<file path="src/rtl/cle_pkg.sv">
// ----------------------------------------------------------------------------
// cle_pkg
// Shared types, constants and result lookup for the console line editor.
// ----------------------------------------------------------------------------
package cle_pkg;

   localparam int LINE_LIMIT = 127;
   localparam int LEN_W      = $clog2(LINE_LIMIT + 1);
   localparam int IDX_W      = 3;

   // terminal bytes
   localparam logic [7:0] CH_ESC = 8'h1B;
   localparam logic [7:0] CH_BS  = 8'h08;
   localparam logic [7:0] CH_SP  = 8'h20;
   localparam logic [7:0] CH_CR  = 8'h0D;
   localparam logic [7:0] CH_LF  = 8'h0A;
   localparam logic [7:0] CH_GT  = 8'h3E;
   localparam logic [7:0] CH_NUL = 8'h00;

   localparam logic [1:0] ESC_SKIP_LEN = 2'd3;

   // result action codes
   localparam logic [1:0] ACT_ECHO   = 2'd0;
   localparam logic [1:0] ACT_STORE  = 2'd1;
   localparam logic [1:0] ACT_REMOVE = 2'd2;

   // kind of result sequence one byte produces
   typedef enum logic [2:0] {
      SEQ_ERASE  = 3'b001,
      SEQ_PROMPT = 3'b010,
      SEQ_CHAR   = 3'b100
   } seq_type;

   typedef struct packed {
      logic             has_job;
      seq_type          kind;
      logic [IDX_W-1:0] cnt;
      logic [7:0]       data;
      logic [1:0]       escape_skip;
      logic [LEN_W-1:0] line_length;
   } dec_type;

   typedef struct packed {
      logic [1:0] action;
      logic [7:0] data;
   } res_type;

   function automatic res_type result_at(seq_type kind, logic [IDX_W-1:0] idx,
                                         logic [7:0] data);
      res_type r;
      r.action = ACT_ECHO;
      r.data   = CH_NUL;
      case (kind)
         SEQ_ERASE: begin
            case (idx)
               3'd0: begin
                  r.action = ACT_REMOVE;
                  r.data   = CH_NUL;
               end
               3'd2:    r.data = CH_SP;
               default: r.data = CH_BS;
            endcase
         end
         SEQ_PROMPT: begin
            case (idx)
               3'd0:    r.data = CH_CR;
               3'd1:    r.data = CH_LF;
               3'd2:    r.data = CH_GT;
               3'd3:    r.data = CH_SP;
               3'd5:    r.action = ACT_STORE;
               default: r.data = CH_NUL;
            endcase
         end
         SEQ_CHAR: begin
            r.data = data;
            if (idx == 3'd0) begin
               r.action = ACT_STORE;
            end
         end
         default: r = '0;
      endcase
      return r;
   endfunction

endpackage

</file>
<file path="src/rtl/console_line_editor.sv">
// ----------------------------------------------------------------------------
// console_line_editor
// Terminal line editor with echo: one received byte in, line-store commands
// and echo bytes out.
// ----------------------------------------------------------------------------
// Each accepted byte produces zero to six results, delivered one per cycle
// from a result register while the result side is ready; the last of them
// carries rsp_last. A byte that produces results holds the block until its
// last result has moved into the single result register; the next byte is
// taken in the same cycle as the previous byte's last result moves into the
// result register, so results stream with no gaps while the result side is
// ready. Escape sequences (escape plus three bytes) and bytes beyond a full
// line produce no results.
module console_line_editor (
   input  logic       clock,
   input  logic       reset,
   input  logic       req_valid,
   output logic       req_ready,
   input  logic [7:0] req_rx_byte,
   output logic       rsp_valid,
   input  logic       rsp_ready,
   output logic [1:0] rsp_action,
   output logic [7:0] rsp_data,
   output logic       rsp_last
);
   import cle_pkg::*;

   logic [1:0]       escape_skip_ff, escape_skip_in;
   logic [LEN_W-1:0] line_length_ff, line_length_in;

   logic             job_valid_ff, job_valid_in;
   seq_type          job_kind_ff, job_kind_in;
   logic [IDX_W-1:0] job_cnt_ff, job_cnt_in;
   logic [IDX_W-1:0] job_idx_ff, job_idx_in;
   logic [7:0]       job_data_ff, job_data_in;

   logic             rsp_valid_ff, rsp_valid_in;
   logic [1:0]       rsp_action_ff, rsp_action_in;
   logic [7:0]       rsp_data_ff, rsp_data_in;
   logic             rsp_last_ff, rsp_last_in;

   dec_type dec;
   res_type res;
   logic    out_load;
   logic    job_final;
   logic    job_done;
   logic    req_take;

   cle_decode u_decode (
      .rx_byte     (req_rx_byte),
      .escape_skip (escape_skip_ff),
      .line_length (line_length_ff),
      .dec         (dec)
   );

   assign res       = result_at(job_kind_ff, job_idx_ff, job_data_ff);
   assign out_load  = job_valid_ff && (!rsp_valid_ff || rsp_ready);
   assign job_final = (job_idx_ff == job_cnt_ff - 3'd1);
   assign job_done  = out_load && job_final;
   assign req_ready = !job_valid_ff || job_done;
   assign req_take  = req_valid && req_ready;

   always_comb begin
      escape_skip_in = escape_skip_ff;
      line_length_in = line_length_ff;
      job_valid_in   = job_valid_ff;
      job_kind_in    = job_kind_ff;
      job_cnt_in     = job_cnt_ff;
      job_idx_in     = job_idx_ff;
      job_data_in    = job_data_ff;

      if (out_load) begin
         job_idx_in = job_idx_ff + 3'd1;
      end
      if (job_done) begin
         job_valid_in = 1'b0;
      end
      if (req_take) begin
         escape_skip_in = dec.escape_skip;
         line_length_in = dec.line_length;
         if (dec.has_job) begin
            job_valid_in = 1'b1;
            job_kind_in  = dec.kind;
            job_cnt_in   = dec.cnt;
            job_idx_in   = '0;
            job_data_in  = dec.data;
         end
      end
   end

   always_comb begin
      rsp_valid_in  = rsp_valid_ff && !rsp_ready;
      rsp_action_in = rsp_action_ff;
      rsp_data_in   = rsp_data_ff;
      rsp_last_in   = rsp_last_ff;
      if (out_load) begin
         rsp_valid_in  = 1'b1;
         rsp_action_in = res.action;
         rsp_data_in   = res.data;
         rsp_last_in   = job_final;
      end
   end

   always_ff @(posedge clock) begin
      if (reset) begin
         escape_skip_ff <= '0;
         line_length_ff <= '0;
         job_valid_ff   <= 1'b0;
         rsp_valid_ff   <= 1'b0;
      end else begin
         escape_skip_ff <= escape_skip_in;
         line_length_ff <= line_length_in;
         job_valid_ff   <= job_valid_in;
         rsp_valid_ff   <= rsp_valid_in;
      end
   end

   always_ff @(posedge clock) begin
      job_kind_ff   <= job_kind_in;
      job_cnt_ff    <= job_cnt_in;
      job_idx_ff    <= job_idx_in;
      job_data_ff   <= job_data_in;
      rsp_action_ff <= rsp_action_in;
      rsp_data_ff   <= rsp_data_in;
      rsp_last_ff   <= rsp_last_in;
   end

   assign rsp_valid  = rsp_valid_ff;
   assign rsp_action = rsp_action_ff;
   assign rsp_data   = rsp_data_ff;
   assign rsp_last   = rsp_last_ff;

endmodule

</file>
<file path="src/rtl/cle_decode.sv">
// ----------------------------------------------------------------------------
// cle_decode
// Classifies one received byte against the editor state and gives the
// result sequence it starts along with the next escape and length state.
// ----------------------------------------------------------------------------
module cle_decode (
   input  logic [7:0]                rx_byte,
   input  logic [1:0]                escape_skip,
   input  logic [cle_pkg::LEN_W-1:0] line_length,
   output cle_pkg::dec_type          dec
);
   import cle_pkg::*;

   logic line_empty;
   logic line_end;

   assign line_empty = (line_length == '0);
   assign line_end   = (rx_byte == CH_CR) || (rx_byte == CH_LF) || (rx_byte == CH_NUL);

   always_comb begin
      dec             = '0;
      dec.kind        = SEQ_CHAR;
      dec.data        = rx_byte;
      dec.escape_skip = escape_skip;
      dec.line_length = line_length;
      if (rx_byte == CH_ESC) begin
         dec.escape_skip = ESC_SKIP_LEN;
      end else if (escape_skip != 2'd0) begin
         dec.escape_skip = escape_skip - 2'd1;
      end else if (rx_byte == CH_BS) begin
         if (!line_empty) begin
            dec.has_job     = 1'b1;
            dec.kind        = SEQ_ERASE;
            dec.cnt         = 3'd4;
            dec.line_length = line_length - LEN_W'(1);
         end
      end else if (line_end) begin
         dec.has_job     = 1'b1;
         dec.kind        = SEQ_PROMPT;
         // non-empty line also gets a stored terminator
         dec.cnt         = line_empty ? 3'd5 : 3'd6;
         dec.line_length = '0;
      end else if (line_length < LEN_W'(LINE_LIMIT)) begin
         dec.has_job     = 1'b1;
         dec.kind        = SEQ_CHAR;
         dec.cnt         = 3'd2;
         dec.line_length = line_length + LEN_W'(1);
      end
   end

endmodule

</file>
<file path="config.mk">
export PLATFORM = sky130hd
export DESIGN_NAME = console_line_editor
export DESIGN_NICKNAME = d
export VERILOG_FILES = /design/src/rtl/cle_pkg.sv /design/src/rtl/console_line_editor.sv /design/src/rtl/cle_decode.sv
export SDC_FILE = /design/constraint.sdc
export NUM_CORES = 1
export LEC_CHECK = 0
export ABC_AREA = 1
export BUFFER_PORTS_ARGS = -buffer_cell sky130_fd_sc_hd__buf_4
export CORE_MARGIN = 5
export CORE_UTILIZATION = 52
export CTS_CLUSTER_DIAMETER = 50
export DETAILED_ROUTE_END_ITERATION = 7
export PLACE_DENSITY = 0.85
export SETUP_SLACK_MARGIN = 0.05
export SLEW_MARGIN = 20
export SYNTH_ARGS = -nofsm -noshare
export SYNTH_HDL_FRONTEND = slang
export SYNTH_SLANG_ARGS = --single-unit
</file>
<file path="constraint.sdc">
create_clock -name clock -period 1.95 [get_ports clock]
set_input_delay 0.2925 -clock clock [delete_from_list [all_inputs] [get_ports clock]]
set_output_delay 0.2925 -clock clock [all_outputs]
set_load 0.01 [all_outputs]
</file>
==> flow_summary.toml <==
[clock_tree]
clkTransAtPathRegs_ns = 0.07
clock-sinks = 39
clock_path_buffers = 2
cts-root-buf = "clkbuf_8"
hold_buffers = 0
clk_latency_ns = 0.29
numCtsBuffers = 5
cts_tree = "done"
ctsHtreeMaxLevel = 2

[floorplan]
rows = 23
core_area_sq_um = 4090
die_area_sq_um = 5710
pin_count = 25
die_x_um = 75.6
start_util = 0.547
die_h_um = 75.6

[worst_hold_path]
hold-path-cell-count = 2
holdPathEnd = "rsp_valid"
hold_path.class = "primary input to flip-flop"
hold_start = "reset"

[global_route]
gr-usage-met1 = 0.187
overflow = 0
grt_busiest_layer = "met2"
grt_max_degree = 17
grtUsageMet3 = 0.0369
grt_pass1_vias = 1835
use_met2 = 0.337
grt_util_all_layers = 0.180
antenna_found_initial = 0
grt_pass1_wl_um = 7750

[critical_path]
r2r-end = "job_data_ff[1]"
end_kind = "flip-flop"
crit_path_frequent_cell = "nand2_4"
cp.required_ns = 1.97
critical_path_class = "flip-flop to flip-flop"
rrSetupSlack_ns = 0.04
max_stage_delay_ns = 0.42
cp_slowest_cell = "edfxtp_1"
ff2ff_path_depth = 9
reg2reg_from = "job_cnt_ff[0]"
cp-start-kind = "flip-flop"
cp.arrival_ns = 1.93
crit_path_cell_trace = "inv_2 > ha_4 > xnor2_4 > nor2_2 > nand3_2 > nand2_4 > nand2_4 > nor2_8 > clkbuf_16"
critPathMaxFanout = 8

[run_status]
outcome = "completed"

[final_layout]
drive_above_1_share = 0.234
fin_nets = 340
syn_to_final_growth_pct = 23.6
diodes = 0
nFillCells = 313

[logic_synthesis]
synth_warnings = 0
synth-seq-cells = 39
ys_seq_area_frac = 0.461
synth_nets = 299
synth_top_area_frac = 0.336
async_reset_ff_frac = 0
synth_area_sq_um = 2240
avgSynthCellArea_sq_um = 8.04
synth-edff-count = 25
ys_top_cells_by_area = "edfxtp_1, dfxtp_1, nand2_1"
synthFlopType = "edfxtp_1"
netlist_instances = 278
synth_cell_types = 32
synth_top_area_cell = "edfxtp_1"

[timing]
hold_slack_ns = 0.161
finalCriticalPeriod_ns = 1.91
tns_ns = 0
fin_worst_skew_ns = 0.00382
fmax_ghz = 0.524
finalSetupViolCount = 0
finalHoldViolCount = 0
max_slew.worst_pin.slew_ns = 0.327
relSlewSlack = 0.782
post-route-period-util = 0.979
finalMaxSlewViolations = 0
rsz0062_at_grt = "true"

[placed_design]
finalWeightedCongestion = 0.899
io_buffers = 24
hpwl_um = 3440

[drt]
first_pass_iters = 5
vias_per_cell = 5.13
avgRoutedWirePerCell_um = 13.5
drc = 0
drt_iter0_drc = 160
vias = 1898
ant_nets = 0
wl_um = 5010

[run]
cap_violations = 0

[power_and_ir_drop]
irDropWorstVdd_mv = 0.439
power_density_nw_per_um2 = 850
cellLeakagePower_nw = 1.32
==> area by class of cell <==
type                       instances  area [sq um]  area share
tap                               50          62.6      0.0226
sequential                        39          1030       0.373
inverter                          48           180      0.0652
clock inverter                     1          5.00     0.00181
timing repair buffer              37           342       0.124
clock buffer                       7          76.3      0.0276
multi-input combinational        188          1070       0.386
==> cell usage in the layout (no fill, tap or decap), types with 2 or more instances in the layout <==
cell type | Yosys | final
nor2_1 | 38 | 37
a21oi_1 | 4 | 4
o21ai_0 | 7 | 7
xor2_1 | 4 | 4
nand2_4 | 1 | 3
inv_2 | 2 | 4
ha_1 | 9 | 8
nor2_8 | 2 | 2
nand4_1 | 3 | 3
and2_1 | 2 | 2
buf_12 | 0 | 2
clkbuf_1 | 0 | 2
clkinv_1 | 2 | 2
nor2_2 | 7 | 8
edfxtp_1 | 25 | 25
nand3_1 | 15 | 14
nand2_1 | 74 | 69
nand2_2 | 4 | 7
nand3b_1 | 3 | 3
clkbuf_16 | 0 | 2
inv_1 | 44 | 42
dfxtp_1 | 14 | 13
buf_4 | 1 | 32
clkbuf_8 | 0 | 5
nor3_1 | 5 | 5
==> through the flow <==
stage	cell area, sq um	power [mW]	setup WS, ns	util	std cells
2_1_floorplan	2240	1.51	0.0813	-	278
3_3_place_gp	2540	1.68	0.134	0.621	357
3_5_place_dp	2540	1.72	0.0599	0.621	357
4_1_cts	2630	2.24	0.0554	0.642	366
5_1_grt	2760	2.49	-0.0373	0.676	370
6_report	2760	2.35	0.0413	0.676	370
==> repair_timing <==
| item | CTS | global route |
|---|---|---|
| buffers inserted | 1 | 3 |
| setup endpoints to repair | 1 | 21 |
| pin swaps | 0 | 9 |
| endpoints found under the hold margin | 0 | 0 |
| gates resized for setup | 0 | 18 |
| cloned | 0 | 2 |
==> flip-flops by register name, indices dropped and copies added (netlist names) <==
register and cells:
rsp_valid 1, job_idx_ff 3, job_valid_ff 1, escape_skip_ff 2, line_length_ff 7, job_cnt_ff 3, rsp_last 1, job_data_ff 8
rsp_data 8, rsp_action 2, job_kind_ff 3
==> cell families (layout without fill, tap and decap cells) <==
kind of cell             Yosys count  in the layout  synth area share
AND/OR/NAND/NOR                  157            157             0.326
AO/OA/AOI/OAI                     16             16            0.0464
adder cells (fa/ha/maj)            9              9            0.0504
flip-flops                        39             39             0.461
XOR/XNOR                           6              6            0.0235
buffers and inverters             51             93            0.0929
==> report_power, final <==
group | leakage [nW] | switching (mW) | internal (mW)
registers | 0.352 | 0.0970 | 0.996
clock network | 0.0422 | 0.278 | 0.251
logic | 0.927 | 0.402 | 0.326
==> worst max-delay path by stage <==
stage / startpoint / endpoint / slack [ns] / depth (start not counted)
2_1_floorplan: job_cnt_ff[0] / job_cnt_ff[0] / 0.08 / 9
3_3_place_gp: job_cnt_ff[0] / job_data_ff[7] / 0.13 / 9
3_5_place_dp: job_cnt_ff[0] / job_data_ff[7] / 0.06 / 9
4_1_cts: job_cnt_ff[0] / req_ready / 0.06 / 7
5_1_grt: job_cnt_ff[0] / job_kind_ff[2] / -0.04 / 9
6_report: job_cnt_ff[0] / job_data_ff[1] / 0.04 / 9
==> worst max-delay path: cells and delay by family (launching register included) <==
family                     cells  cell delay [ns]
DFF                            1             0.42
adders and majority gates      1             0.21
buffers and inverters          2             0.30
xor gates and xnor gates       1             0.12
and+or+nand+nor                5             0.59
==> per-layer routing <==
layer / wire length (um) / vias up / part of all wire
met5: 0 / - / 0
met4: 138 / 0 / 0.028
met3: 312 / 17 / 0.062
met2: 2690 / 70 / 0.54
met1: 1870 / 856 / 0.37
li1: - / 955 / -
==> Yosys cell counts, types with 2 or more instances <==
master	number
nor2_1	38
edfxtp_1	25
nand3_1	15
inv_2	2
dfxtp_1	14
o21ai_0	7
a21oi_1	4
xnor2_1	2
nand2_1	74
clkinv_1	2
and2_1	2
nand3b_1	3
nor2_8	2
xor2_1	4
nor3_1	5
inv_1	44
nand2_2	4
ha_1	9
nor2_2	7
nand4_1	3
Power figures use the tool's default switching activity.
